File: src/rtl/avc_pkg.sv
// Package for the length-prefixed NAL unit splitter.
// Holds shared constants, status codes and the result descriptor type.
// Used by the parser, the result queue and the top level.
`timescale 1ns / 1ps

package avc_pkg;

    // Defaults for the top-level parameters
    localparam int MAX_NAL_UNITS_DEF = 100;
    localparam int OFFSET_BITS_DEF   = 24;

    // Fixed field widths
    localparam int FIELD_W = 24;
    localparam int KEPT_W  = 7;

    // NAL unit types that may be dropped when ref_idc is zero
    localparam logic [4:0] TYPE_FILLER = 5'd12;
    localparam logic [4:0] TYPE_SEI    = 5'd6;
    localparam logic [4:0] TYPE_AUD    = 5'd9;

    // Length saturation limit
    localparam logic [FIELD_W-1:0] LEN_MAX = 24'hFF_FFFF;

    // Header layout: bytes skipped before the first and before later units
    localparam logic [2:0] SKIP_FIRST = 3'd6;
    localparam logic [2:0] SKIP_NEXT  = 3'd1;

    // Length prefix size in bytes
    localparam logic [2:0] LEN_BYTES_HDR  = 3'd2;
    localparam logic [2:0] LEN_BYTES_NORM = 3'd4;

    // Result queue depth (two pushes per cycle at most)
    localparam int RES_DEPTH = 8;
    localparam int RES_PTR_W = $clog2(RES_DEPTH);
    localparam int RES_CNT_W = RES_PTR_W + 1;

    // Descriptor status codes
    typedef enum logic [1:0] {
        ST_OK    = 2'd0,
        ST_TRUNC = 2'd1,
        ST_FULL  = 2'd2
    } t_status;

    // One input byte with its framing flags
    typedef struct packed {
        logic [7:0] data_byte;
        logic       first_byte;
        logic       last_byte;
        logic       header_mode;
    } t_byte;

    // One result descriptor
    typedef struct packed {
        logic [FIELD_W-1:0] nal_offset;
        logic [FIELD_W-1:0] nal_length;
        logic [4:0]         nal_type;
        logic [1:0]         ref_idc;
        logic               marker;
        t_status            status;
        logic               run_last;
    } t_result;

    // Up to two results written to the queue in one cycle (slot 0 first)
    typedef struct packed {
        logic    v0;
        logic    v1;
        t_result r0;
        t_result r1;
    } t_res_push;

    // Build a descriptor with run_last clear
    function automatic t_result mk_result(
        input logic [FIELD_W-1:0] off,
        input logic [FIELD_W-1:0] len,
        input logic [4:0]         nal_type,
        input logic [1:0]         ref_idc,
        input logic               marker,
        input t_status            status
    );
        t_result r;
        r.nal_offset = off;
        r.nal_length = len;
        r.nal_type   = nal_type;
        r.ref_idc    = ref_idc;
        r.marker     = marker;
        r.status     = status;
        r.run_last   = 1'b0;
        return r;
    endfunction

endpackage

File: src/rtl/avc_byte_if.sv
// Input byte channel: valid/ready handshake carrying one packet byte.
// Depends on nothing else.
`timescale 1ns / 1ps

interface avc_byte_if;
    logic       valid;
    logic       ready;
    logic [7:0] data_byte;
    logic       first_byte;
    logic       last_byte;
    logic       header_mode;

    modport source (output valid, data_byte, first_byte, last_byte, header_mode,
                    input ready);
    modport sink   (input valid, data_byte, first_byte, last_byte, header_mode,
                    output ready);
endinterface

File: src/rtl/avc_nal_if.sv
// Result channel: valid/ready handshake carrying one NAL unit descriptor.
// Depends on nothing else.
`timescale 1ns / 1ps

interface avc_nal_if;
    logic        valid;
    logic        ready;
    logic [23:0] nal_offset;
    logic [23:0] nal_length;
    logic [4:0]  nal_type;
    logic [1:0]  ref_idc;
    logic        marker;
    logic [1:0]  status;
    logic        run_last;

    modport source (output valid, nal_offset, nal_length, nal_type, ref_idc, marker,
                    status, run_last, input ready);
    modport sink   (input valid, nal_offset, nal_length, nal_type, ref_idc, marker,
                    status, run_last, output ready);
endinterface

File: src/rtl/avc_parser.sv
// Byte parser: input register, per-packet parse state and descriptor build.
// Produces up to two descriptors per byte for the result queue. Uses avc_pkg.
`timescale 1ns / 1ps

module avc_parser
    import avc_pkg::*;
#(
    parameter int MAX_NAL_UNITS = MAX_NAL_UNITS_DEF,
    parameter int OFFSET_BITS   = OFFSET_BITS_DEF
) (
    input  logic      i_clk,
    input  logic      i_rst_n,
    input  logic      i_take,
    input  t_byte     i_item,
    output logic      o_busy,
    output t_res_push o_push
);

    typedef enum logic [2:0] {
        PH_FIRST     = 3'd0,
        PH_NEXT      = 3'd1,
        PH_SKIP      = 3'd2,
        PH_LEN       = 3'd3,
        PH_HDR       = 3'd4,
        PH_BODY_KEPT = 3'd5,
        PH_BODY_DROP = 3'd6
    } t_phase;

    // Input register
    logic  r_in_valid;
    t_byte r_in;

    // Parse state
    t_phase                 r_ph,   n_ph;
    logic [2:0]             r_fc,   n_fc;
    logic [31:0]            r_acc,  n_acc;
    logic [FIELD_W-1:0]     r_left, n_left;
    logic [OFFSET_BITS-1:0] r_pos,  n_pos;
    logic [FIELD_W-1:0]     r_hoff, n_hoff;
    logic [FIELD_W-1:0]     r_hlen, n_hlen;
    logic [4:0]             r_htyp, n_htyp;
    logic [1:0]             r_href, n_href;
    logic                   r_hv,   n_hv;
    logic [KEPT_W-1:0]      r_kc,   n_kc;
    logic                   r_stop, n_stop;

    assign o_busy = r_in_valid;

    // Per-byte parse: boundary handling, phase step, then end-of-packet
    always_comb begin
        t_result            v_res [2];
        logic [1:0]         v_n;
        logic [OFFSET_BITS-1:0] v_cur;
        logic [FIELD_W-1:0] v_sat;
        logic [4:0]         v_typ;
        logic [1:0]         v_ref;
        logic               v_kept;
        logic               v_done;
        logic               v_mk;
        logic               v_hm;

        v_res[0] = '0;
        v_res[1] = '0;
        v_n      = 2'd0;
        v_done   = 1'b0;
        v_hm     = r_in.header_mode;
        v_typ    = r_in.data_byte[4:0];
        v_ref    = r_in.data_byte[6:5];
        v_kept   = 1'b0;
        v_sat    = '0;
        v_mk     = ~v_hm;

        n_ph = r_ph;  n_fc = r_fc;  n_acc = r_acc;  n_left = r_left;  n_pos = r_pos;
        n_hoff = r_hoff;  n_hlen = r_hlen;  n_htyp = r_htyp;  n_href = r_href;
        n_hv = r_hv;  n_kc = r_kc;  n_stop = r_stop;

        // A first byte restarts the packet
        if (r_in.first_byte) begin
            n_ph = PH_FIRST;  n_fc = '0;  n_acc = '0;  n_left = '0;  n_pos = '0;
            n_hoff = '0;  n_hlen = '0;  n_htyp = '0;  n_href = '0;
            n_hv = 1'b0;  n_kc = '0;  n_stop = 1'b0;
        end
        v_cur = n_pos;

        if (r_in_valid && !n_stop) begin
            // Unit boundary: table full check, then choose skip or length
            if (n_ph inside {PH_FIRST, PH_NEXT}) begin
                if (n_kc >= KEPT_W'(MAX_NAL_UNITS)) begin
                    if (n_hv) begin
                        v_res[0] = mk_result(n_hoff, n_hlen, n_htyp, n_href, 1'b0, ST_OK);
                        v_n = 2'd1;
                    end
                    v_res[v_n[0]] = mk_result(FIELD_W'(v_cur), '0, '0, '0, 1'b0, ST_FULL);
                    v_n    = v_n + 2'd1;
                    n_stop = 1'b1;
                    n_hv   = 1'b0;
                    n_pos  = v_cur + OFFSET_BITS'(1);
                    v_done = 1'b1;
                end else if (v_hm) begin
                    n_fc = (n_ph == PH_FIRST) ? SKIP_FIRST : SKIP_NEXT;
                    n_ph = PH_SKIP;
                end else begin
                    n_fc  = '0;
                    n_acc = '0;
                    n_ph  = PH_LEN;
                end
            end

            if (!v_done) begin
                case (n_ph)
                    PH_SKIP: begin
                        if (n_fc != '0) n_fc = n_fc - 3'd1;
                        if (n_fc == '0) begin
                            n_acc = '0;
                            n_ph  = PH_LEN;
                        end
                    end
                    PH_LEN: begin
                        n_acc = {n_acc[23:0], r_in.data_byte};
                        n_fc  = n_fc + 3'd1;
                        if (n_fc >= (v_hm ? LEN_BYTES_HDR : LEN_BYTES_NORM)) begin
                            v_sat = (|n_acc[31:24]) ? LEN_MAX : n_acc[23:0];
                            n_acc = {8'd0, v_sat};
                            n_fc  = '0;
                            if (v_sat == '0) begin
                                n_ph = PH_NEXT;
                            end else begin
                                n_left = v_sat;
                                n_ph   = PH_HDR;
                            end
                        end
                    end
                    PH_HDR: begin
                        v_kept = !(v_typ == TYPE_FILLER || v_typ == TYPE_SEI ||
                                   v_typ == TYPE_AUD) || (v_ref != 2'd0);
                        if (v_kept) begin
                            if (n_hv) begin
                                v_res[0] = mk_result(n_hoff, n_hlen, n_htyp, n_href,
                                                     1'b0, ST_OK);
                                v_n = 2'd1;
                            end
                            n_hoff = FIELD_W'(v_cur);
                            n_hlen = n_acc[23:0];
                            n_htyp = v_typ;
                            n_href = v_ref;
                            n_hv   = 1'b1;
                            n_kc   = n_kc + KEPT_W'(1);
                        end
                        if (n_left != '0) n_left = n_left - FIELD_W'(1);
                        n_ph = (n_left == '0) ? PH_NEXT :
                               (v_kept ? PH_BODY_KEPT : PH_BODY_DROP);
                    end
                    PH_BODY_KEPT, PH_BODY_DROP: begin
                        if (n_left != '0) n_left = n_left - FIELD_W'(1);
                        if (n_left == '0) n_ph = PH_NEXT;
                    end
                    default: n_ph = PH_NEXT;
                endcase

                n_pos = v_cur + OFFSET_BITS'(1);

                // End of packet: flush the held descriptor, flag early ends
                if (r_in.last_byte) begin
                    if (n_ph inside {PH_FIRST, PH_NEXT}) begin
                        if (n_hv) begin
                            v_res[v_n[0]] = mk_result(n_hoff, n_hlen, n_htyp, n_href,
                                                      v_mk, ST_OK);
                            v_n = v_n + 2'd1;
                        end
                    end else if (n_ph == PH_BODY_KEPT && n_hv) begin
                        n_hlen = n_acc[23:0] - n_left;
                        v_res[v_n[0]] = mk_result(n_hoff, n_hlen, n_htyp, n_href,
                                                  v_mk, ST_TRUNC);
                        v_n = v_n + 2'd1;
                    end else begin
                        if (n_hv) begin
                            v_res[v_n[0]] = mk_result(n_hoff, n_hlen, n_htyp, n_href,
                                                      v_mk, ST_OK);
                            v_n = v_n + 2'd1;
                        end
                        v_res[v_n[0]] = mk_result(FIELD_W'(v_cur), '0, '0, '0, 1'b0,
                                                  ST_TRUNC);
                        v_n = v_n + 2'd1;
                    end
                    n_stop = 1'b1;
                    n_hv   = 1'b0;
                end
            end
        end else if (!r_in_valid) begin
            // No byte in the input register: hold the state
            n_ph = r_ph;  n_fc = r_fc;  n_acc = r_acc;  n_left = r_left;  n_pos = r_pos;
            n_hoff = r_hoff;  n_hlen = r_hlen;  n_htyp = r_htyp;  n_href = r_href;
            n_hv = r_hv;  n_kc = r_kc;  n_stop = r_stop;
        end

        // Flag the final result of this byte
        if (v_n == 2'd1) v_res[0].run_last = 1'b1;
        if (v_n == 2'd2) v_res[1].run_last = 1'b1;

        o_push.v0 = (v_n != 2'd0);
        o_push.v1 = (v_n == 2'd2);
        o_push.r0 = v_res[0];
        o_push.r1 = v_res[1];
    end

    // Input register payload
    always_ff @(posedge i_clk) begin
        if (i_take) begin
            r_in <= i_item;
        end
    end

    // Parse state and input valid
    always_ff @(posedge i_clk) begin
        if (!i_rst_n) begin
            r_in_valid <= 1'b0;
            r_ph   <= PH_FIRST;
            r_fc   <= '0;
            r_acc  <= '0;
            r_left <= '0;
            r_pos  <= '0;
            r_hoff <= '0;
            r_hlen <= '0;
            r_htyp <= '0;
            r_href <= '0;
            r_hv   <= 1'b0;
            r_kc   <= '0;
            r_stop <= 1'b0;
        end else begin
            r_in_valid <= i_take;
            r_ph   <= n_ph;
            r_fc   <= n_fc;
            r_acc  <= n_acc;
            r_left <= n_left;
            r_pos  <= n_pos;
            r_hoff <= n_hoff;
            r_hlen <= n_hlen;
            r_htyp <= n_htyp;
            r_href <= n_href;
            r_hv   <= n_hv;
            r_kc   <= n_kc;
            r_stop <= n_stop;
        end
    end

endmodule

File: src/rtl/avc_res_fifo.sv
// Result queue: takes up to two descriptors per cycle, hands out one.
// Head entry drives the result channel directly. Uses avc_pkg.
`timescale 1ns / 1ps

module avc_res_fifo
    import avc_pkg::*;
(
    input  logic                 i_clk,
    input  logic                 i_rst_n,
    input  t_res_push            i_push,
    input  logic                 i_pop,
    output logic                 o_valid,
    output t_result              o_head,
    output logic [RES_CNT_W-1:0] o_fill
);

    t_result              r_mem [RES_DEPTH];
    logic [RES_PTR_W-1:0] r_wp, r_rp;
    logic [RES_CNT_W-1:0] r_cnt;
    logic [RES_PTR_W-1:0] w_wp1;
    logic [RES_CNT_W-1:0] w_n_push;

    assign w_wp1    = r_wp + RES_PTR_W'(1);
    assign w_n_push = RES_CNT_W'(i_push.v0) + RES_CNT_W'(i_push.v1);
    assign o_valid  = (r_cnt != '0);
    assign o_head   = r_mem[r_rp];
    assign o_fill   = r_cnt;

    // Storage writes
    always_ff @(posedge i_clk) begin
        if (i_push.v0) r_mem[r_wp]  <= i_push.r0;
        if (i_push.v1) r_mem[w_wp1] <= i_push.r1;
    end

    // Pointers and fill count
    always_ff @(posedge i_clk) begin
        if (!i_rst_n) begin
            r_wp  <= '0;
            r_rp  <= '0;
            r_cnt <= '0;
        end else begin
            r_wp  <= r_wp + RES_PTR_W'(w_n_push);
            if (i_pop) r_rp <= r_rp + RES_PTR_W'(1);
            r_cnt <= r_cnt + w_n_push - RES_CNT_W'(i_pop);
        end
    end

endmodule

File: src/rtl/avc_length_prefixed_nal_splitter.sv
// Top level of the length-prefixed NAL unit splitter.
// Instantiates avc_parser and avc_res_fifo; uses avc_pkg and both channel interfaces.
// Usage:
//   i_in carries one packet byte per request with first_byte, last_byte and
//   header_mode. o_out carries NAL descriptors (offset, length, type, ref_idc,
//   marker, status, run_last); a byte gives zero, one or two descriptors and
//   run_last marks the final one that a byte causes.
//   A byte is registered on acceptance and parsed from that register in the next
//   cycle; its descriptors are then written into an eight-entry result queue,
//   whose head entry drives o_out directly.
//   One byte is accepted every cycle while the queue has room for the
//   descriptors of the byte in flight and of the new one; the queue and its
//   single read port set that limit, so a stalled receiver holds i_in.ready
//   low once the queue fills, without losing any descriptor.
//   Reset (synchronous, active low) empties the queue and puts the parser at
//   the start of a packet at offset zero; bytes sent without first_byte after
//   reset are parsed as a new packet.
`timescale 1ns / 1ps

module avc_length_prefixed_nal_splitter
    import avc_pkg::*;
#(
    parameter int MAX_NAL_UNITS = MAX_NAL_UNITS_DEF,
    parameter int OFFSET_BITS   = OFFSET_BITS_DEF
) (
    input  logic         i_clk,
    input  logic         i_rst_n,
    avc_byte_if.sink     i_in,
    avc_nal_if.source    o_out
);

    logic                 w_take;
    logic                 w_busy;
    logic                 w_pop;
    logic                 w_head_valid;
    t_byte                w_item;
    t_res_push            w_push;
    t_result              w_head;
    logic [RES_CNT_W-1:0] w_fill;

    // Room for two descriptors per byte, counting the byte in flight
    assign i_in.ready = w_busy ? (w_fill <= RES_CNT_W'(RES_DEPTH - 4))
                               : (w_fill <= RES_CNT_W'(RES_DEPTH - 2));
    assign w_take     = i_in.valid & i_in.ready;

    assign w_item.data_byte   = i_in.data_byte;
    assign w_item.first_byte  = i_in.first_byte;
    assign w_item.last_byte   = i_in.last_byte;
    assign w_item.header_mode = i_in.header_mode;

    avc_parser #(
        .MAX_NAL_UNITS (MAX_NAL_UNITS),
        .OFFSET_BITS   (OFFSET_BITS)
    ) u_parser (
        .i_clk   (i_clk),
        .i_rst_n (i_rst_n),
        .i_take  (w_take),
        .i_item  (w_item),
        .o_busy  (w_busy),
        .o_push  (w_push)
    );

    avc_res_fifo u_fifo (
        .i_clk   (i_clk),
        .i_rst_n (i_rst_n),
        .i_push  (w_push),
        .i_pop   (w_pop),
        .o_valid (w_head_valid),
        .o_head  (w_head),
        .o_fill  (w_fill)
    );

    // Result channel
    assign w_pop            = w_head_valid & o_out.ready;
    assign o_out.valid      = w_head_valid;
    assign o_out.nal_offset = w_head.nal_offset;
    assign o_out.nal_length = w_head.nal_length;
    assign o_out.nal_type   = w_head.nal_type;
    assign o_out.ref_idc    = w_head.ref_idc;
    assign o_out.marker     = w_head.marker;
    assign o_out.status     = w_head.status;
    assign o_out.run_last   = w_head.run_last;

`ifndef SYNTHESIS
    // Second descriptor slot is only used after the first
    a_push_order: assert property (@(posedge i_clk) disable iff (!i_rst_n)
        w_push.v1 |-> w_push.v0)
        else $error("second descriptor pushed without the first");

    // Acceptance gating keeps the queue from overflowing
    a_no_overflow: assert property (@(posedge i_clk) disable iff (!i_rst_n)
        w_fill <= RES_CNT_W'(RES_DEPTH))
        else $error("result queue overflow");

    // Table-full notices never carry a marker or a length
    a_full_notice: assert property (@(posedge i_clk) disable iff (!i_rst_n)
        (o_out.valid && o_out.status == ST_FULL) |->
            (!o_out.marker && o_out.nal_length == '0))
        else $error("table-full notice with marker or length");
`endif

endmodule

File: src/flat_wrapper.sv
// flat-port wrapper written by rule: the top's interface ports become plain ports
module avc_length_prefixed_nal_splitter_flat import avc_pkg::*;
#(
    parameter int MAX_NAL_UNITS = MAX_NAL_UNITS_DEF,
    parameter int OFFSET_BITS   = OFFSET_BITS_DEF
)
  (i_clk, i_rst_n, i_in_valid, i_in_data_byte, i_in_first_byte, i_in_last_byte, i_in_header_mode, i_in_ready, o_out_valid, o_out_nal_offset, o_out_nal_length, o_out_nal_type, o_out_ref_idc, o_out_marker, o_out_status, o_out_run_last, o_out_ready);
  avc_byte_if i_in_i ();
  avc_nal_if o_out_i ();
  input  logic i_clk;
  input  logic i_rst_n;
  input wire logic [$bits(i_in_i.valid)-1:0] i_in_valid;
  input wire logic [$bits(i_in_i.data_byte)-1:0] i_in_data_byte;
  input wire logic [$bits(i_in_i.first_byte)-1:0] i_in_first_byte;
  input wire logic [$bits(i_in_i.last_byte)-1:0] i_in_last_byte;
  input wire logic [$bits(i_in_i.header_mode)-1:0] i_in_header_mode;
  output wire logic [$bits(i_in_i.ready)-1:0] i_in_ready;
  output wire logic [$bits(o_out_i.valid)-1:0] o_out_valid;
  output wire logic [$bits(o_out_i.nal_offset)-1:0] o_out_nal_offset;
  output wire logic [$bits(o_out_i.nal_length)-1:0] o_out_nal_length;
  output wire logic [$bits(o_out_i.nal_type)-1:0] o_out_nal_type;
  output wire logic [$bits(o_out_i.ref_idc)-1:0] o_out_ref_idc;
  output wire logic [$bits(o_out_i.marker)-1:0] o_out_marker;
  output wire logic [$bits(o_out_i.status)-1:0] o_out_status;
  output wire logic [$bits(o_out_i.run_last)-1:0] o_out_run_last;
  input wire logic [$bits(o_out_i.ready)-1:0] o_out_ready;
  assign i_in_i.valid = i_in_valid;
  assign i_in_i.data_byte = i_in_data_byte;
  assign i_in_i.first_byte = i_in_first_byte;
  assign i_in_i.last_byte = i_in_last_byte;
  assign i_in_i.header_mode = i_in_header_mode;
  assign i_in_ready = i_in_i.ready;
  assign o_out_valid = o_out_i.valid;
  assign o_out_nal_offset = o_out_i.nal_offset;
  assign o_out_nal_length = o_out_i.nal_length;
  assign o_out_nal_type = o_out_i.nal_type;
  assign o_out_ref_idc = o_out_i.ref_idc;
  assign o_out_marker = o_out_i.marker;
  assign o_out_status = o_out_i.status;
  assign o_out_run_last = o_out_i.run_last;
  assign o_out_i.ready = o_out_ready;
  avc_length_prefixed_nal_splitter #(.MAX_NAL_UNITS(MAX_NAL_UNITS), .OFFSET_BITS(OFFSET_BITS)) u_core (.i_clk(i_clk), .i_rst_n(i_rst_n), .i_in(i_in_i), .o_out(o_out_i));
endmodule
File: config.mk
export PLATFORM = sky130hd
export DESIGN_NAME = avc_length_prefixed_nal_splitter_flat
export DESIGN_NICKNAME = d
export VERILOG_FILES = /design/src/rtl/avc_pkg.sv /design/src/rtl/avc_byte_if.sv /design/src/rtl/avc_nal_if.sv /design/src/rtl/avc_parser.sv /design/src/rtl/avc_res_fifo.sv /design/src/rtl/avc_length_prefixed_nal_splitter.sv /design/src/flat_wrapper.sv
export SDC_FILE = /design/constraint.sdc
export NUM_CORES = 2
export LEC_CHECK = 0
export ABC_AREA = 1
export BUFFER_PORTS_ARGS = -buffer_cell sky130_fd_sc_hd__buf_2
export CORE_MARGIN = 5
export CORE_UTILIZATION = 29
export CTS_BUF_LIST = sky130_fd_sc_hd__clkbuf_16
export DETAILED_ROUTE_END_ITERATION = 7
export SLEW_MARGIN = 10
export SYNTH_ARGS = -nofsm -noshare
export SYNTH_HDL_FRONTEND = slang
export SYNTH_HIERARCHICAL = 1
export SYNTH_SLANG_ARGS = --single-unit
File: constraint.sdc
create_clock -name i_clk -period 8.75 [get_ports i_clk]
set_input_delay 1.75 -clock i_clk [delete_from_list [all_inputs] [get_ports i_clk]]
set_output_delay 1.75 -clock i_clk [all_outputs]
set_load 0.02 [all_outputs]
==> flow_summary.json <==
{
  "status": "complete, no violations",
  "grt_max_degree": 201,
  "io_buffers": 75,
  "final_cell_mix": "2561 x nand2_1, 980 x inv_1, 537 x nand4_1, 483 x edfxtp_1, 413 x nand3_1",
  "clkPwrFrac_pct": 26.8,
  "cts_hold_buf": 0,
  "post-route-util_pct": 31.54,
  "die_h_um": 413.8,
  "power.sequential.fraction_pct": 28.9,
  "syn-num-nets": 7302,
  "grt_overflow": 0,
  "synthFlopType": "edfxtp_1",
  "crit_top_cell": "nand2_1",
  "rows": 148,
  "cts_tree": "yes",
  "grt_first_pass_wirelength_um": 280000,
  "dieArea_mm2": 0.1713,
  "drive_gt1_share_pct": 6.249,
  "leakagePower_nw": 23.97,
  "setup_tns_ns": 0,
  "powerDensity_mw_per_mm2": 238.5,
  "worst_ep_arrival_time_ns": 8.24,
  "multi_input_area_mm2": 0.02333,
  "cp-start-kind": "flop",
  "ioPinCount": 76,
  "antenna_found_initial": 7,
  "clock_latency_ns": 0.72,
  "critPathKind": "flop to flop",
  "ys_seq_area_share_pct": 37.27,
  "clk_pin_slew_ns": 0.06,
  "crit_fanout": 31,
  "cts_sinks": 639,
  "track_usage_pct": 20.99,
  "yosys_warnings": 6,
  "avgSynthCellArea_um2": 6.521,
  "pre_cts_slack_ns": 1.377,
  "dp_cells": 8987,
  "maxSlewHeadroom_pct": 12.58,
  "root_buffer": "clkbuf_16",
  "ant_nets": 0,
  "finalWorstSetupSlack_ns": 1.081,
  "fin_hold_ws_ns": 0.4728,
  "cts_buffers": 81,
  "core_mm2": 0.1624,
  "drt_iter0_markers": 5952,
  "hold_violations": 0,
  "vias_per_cell": 5.356,
  "drc_errors": 0,
  "die_w_um": 413.8,
  "setup_violations": 0,
  "power.switching_mw": 5.638,
  "routed_wl_um": 186100,
  "rsz0062_at_grt": "no",
  "place.gp.congestion": 0.9502,
  "antenna_cells": 0,
  "r2r_slack_ns": 1.08,
  "timing.fmax_mhz": 130.4,
  "syn_area_mm2": 0.04729,
  "synth_enable_flop_cells": 483,
  "cts-resized-gates": 0,
  "h-tree-depth": 3,
  "combPwrFrac_pct": 44.3,
  "grt_pass1_vias": 45024,
  "nets": 6944,
  "seq_area_mm2": 0.01764,
  "initial_core_util_pct": 29.12,
  "yosys.cell_types.count": 61,
  "area_delta_synth_final_pct": 8.304,
  "fin_crit_ns": 7.669,
  "vias": 48936,
  "switching_share_pct": 46.15,
  "end_kind": "flop",
  "irDropWorstVdd_v": 0.0001818,
  "finalClockSkew_ns": 0.05923,
  "syn_inst": 7253,
  "cts_buffer_depth": 3,
  "synth-seq-cells": 639,
  "maxSlewViolCount": 0,
  "fin_cells": 9136,
  "dp_hpwl_um": 112300,
  "fillers": 17403,
  "slowest_delay_ns": 0.61,
  "cap_violations": 0,
  "p_int_mw": 6.579,
  "period_share_pct": 87.64,
  "final_common_cell": "nand2_1",
  "hp-class": "flop to flop",
  "ys_async_sr_fraction_pct": 0,
  "post_cts_buffers": 0,
  "drtPass1Iterations": 6,
  "tightest_slew_ns": 1.311,
  "wl_per_cell_um": 20.37,
  "cp.required_ns": 9.32,
  "crit_slowest_cell": "edfxtp_1"
}
cell families after synthesis:
family	after synthesis	share of synthesized area, %
AO/OA/AOI/OAI	871	9.982
XOR/XNOR	32	0.6085
adder cells (fa/ha/maj)	34	0.9471
buffers and inverters	1612	13.94
flip-flops	639	37.27
AND/OR/NAND/NOR	4065	37.25
cells in the mapped netlist (61+ instances only):
library cell     n  share of area, %
nand2_1       2564                20
inv_1          969               7.7
nand4_1        537               7.1
edfxtp_1       483                31
nand3_1        419               4.4
o21ai_0        417               4.4
nor2_1         392               3.1
a21oi_1        291               3.1
buf_2          270               2.9
clkbuf_1       207               1.6
dfxtp_1        156               6.6
buf_1           61              0.48
final timing paths:
check                           cells past startpoint                                     to                                   from
worst max-delay path                               34   u_core/u_fifo/r_mem[6][20]$_DFFE_PP_      u_core/u_parser/r_in[2]$_DFFE_PP_
worst min-delay path                                2  u_core/u_parser/r_pos[3]$_SDFFE_PN0P_  u_core/u_parser/r_pos[3]$_SDFFE_PN0P_
worst max register to register                     34   u_core/u_fifo/r_mem[6][20]$_DFFE_PP_      u_core/u_parser/r_in[2]$_DFFE_PP_
worst min register to register                      2  u_core/u_parser/r_pos[3]$_SDFFE_PN0P_  u_core/u_parser/r_pos[3]$_SDFFE_PN0P_
power groups by stage:
stage               Combinational (mW)  Sequential (mW)  Clock (mW)
floorplan                         3.68             3.54           0
global route                      5.91             3.54        3.46
detailed placement                5.32             3.59           0
global placement                  5.30             3.59           0
finish                            5.41             3.53        3.27
CTS                               5.33             3.53        3.33
final cells by class:
type                    instances  area share (%)
multi-input cells            5002           45.55
flip-flops and latches        639           34.43
inverters                     998           7.357
well taps                    2175           5.313
clock buffers                  81           3.957
repair buffers                173           2.462
clock inverters                68          0.9307
worst max-delay path, delay by kind of cell, from the launching register on:
| family | cells | cell delay [ns] |
|---|---|---|
| AOI/OAI and AO/OA | 7 | 1.35 |
| xor gates and xnor gates | 2 | 0.53 |
| adders and majority gates | 3 | 0.96 |
| buffers and inverters | 6 | 1.08 |
| DFF | 1 | 0.61 |
| and+or+nand+nor | 16 | 3.02 |
sequential cells by signal (all words and copies together), names as in the netlist, named ones only:
signal                  cells
u_core/u_parser/r_stop      1
u_core/u_fifo/o_fill        4
u_core/u_parser/r_pos      24
u_core/u_parser/r_hoff     24
u_core/u_parser/r_left     24
u_core/u_parser/r_hv        1
u_core/u_fifo/r_rp          3
u_core/u_parser/r_hlen     24
u_core/u_fifo/r_wp          3
u_core/u_parser/r_in       11
u_core/u_parser/r_ph        3
u_core/u_parser/r_acc      24
u_core/u_parser/r_htyp      5
u_core/u_parser/r_fc        3
u_core/u_parser/r_kc        7
u_core/u_parser/o_busy      1
u_core/u_parser/r_href      2
u_core/u_fifo/r_mem       472
routing by layer:
layer  GRT usage [%]  wire [um]  vias up
li1                -          -    22748
met1           27.89      75550    23003
met2           33.16      83190     2710
met3           3.974      19120      467
met4           9.388       8201        8
met5               0         72        -
through the flow:
stage                     instance area (um2)  power [mW]
after detailed placement                48700       8.907
after CTS                               51210       12.19
final                                   51220       12.22
after global routing                    51220       12.91
after floorplan                         47290       7.211
after global placement                  48700       8.882
Note: power is estimated with default switching activity, not from simulation.
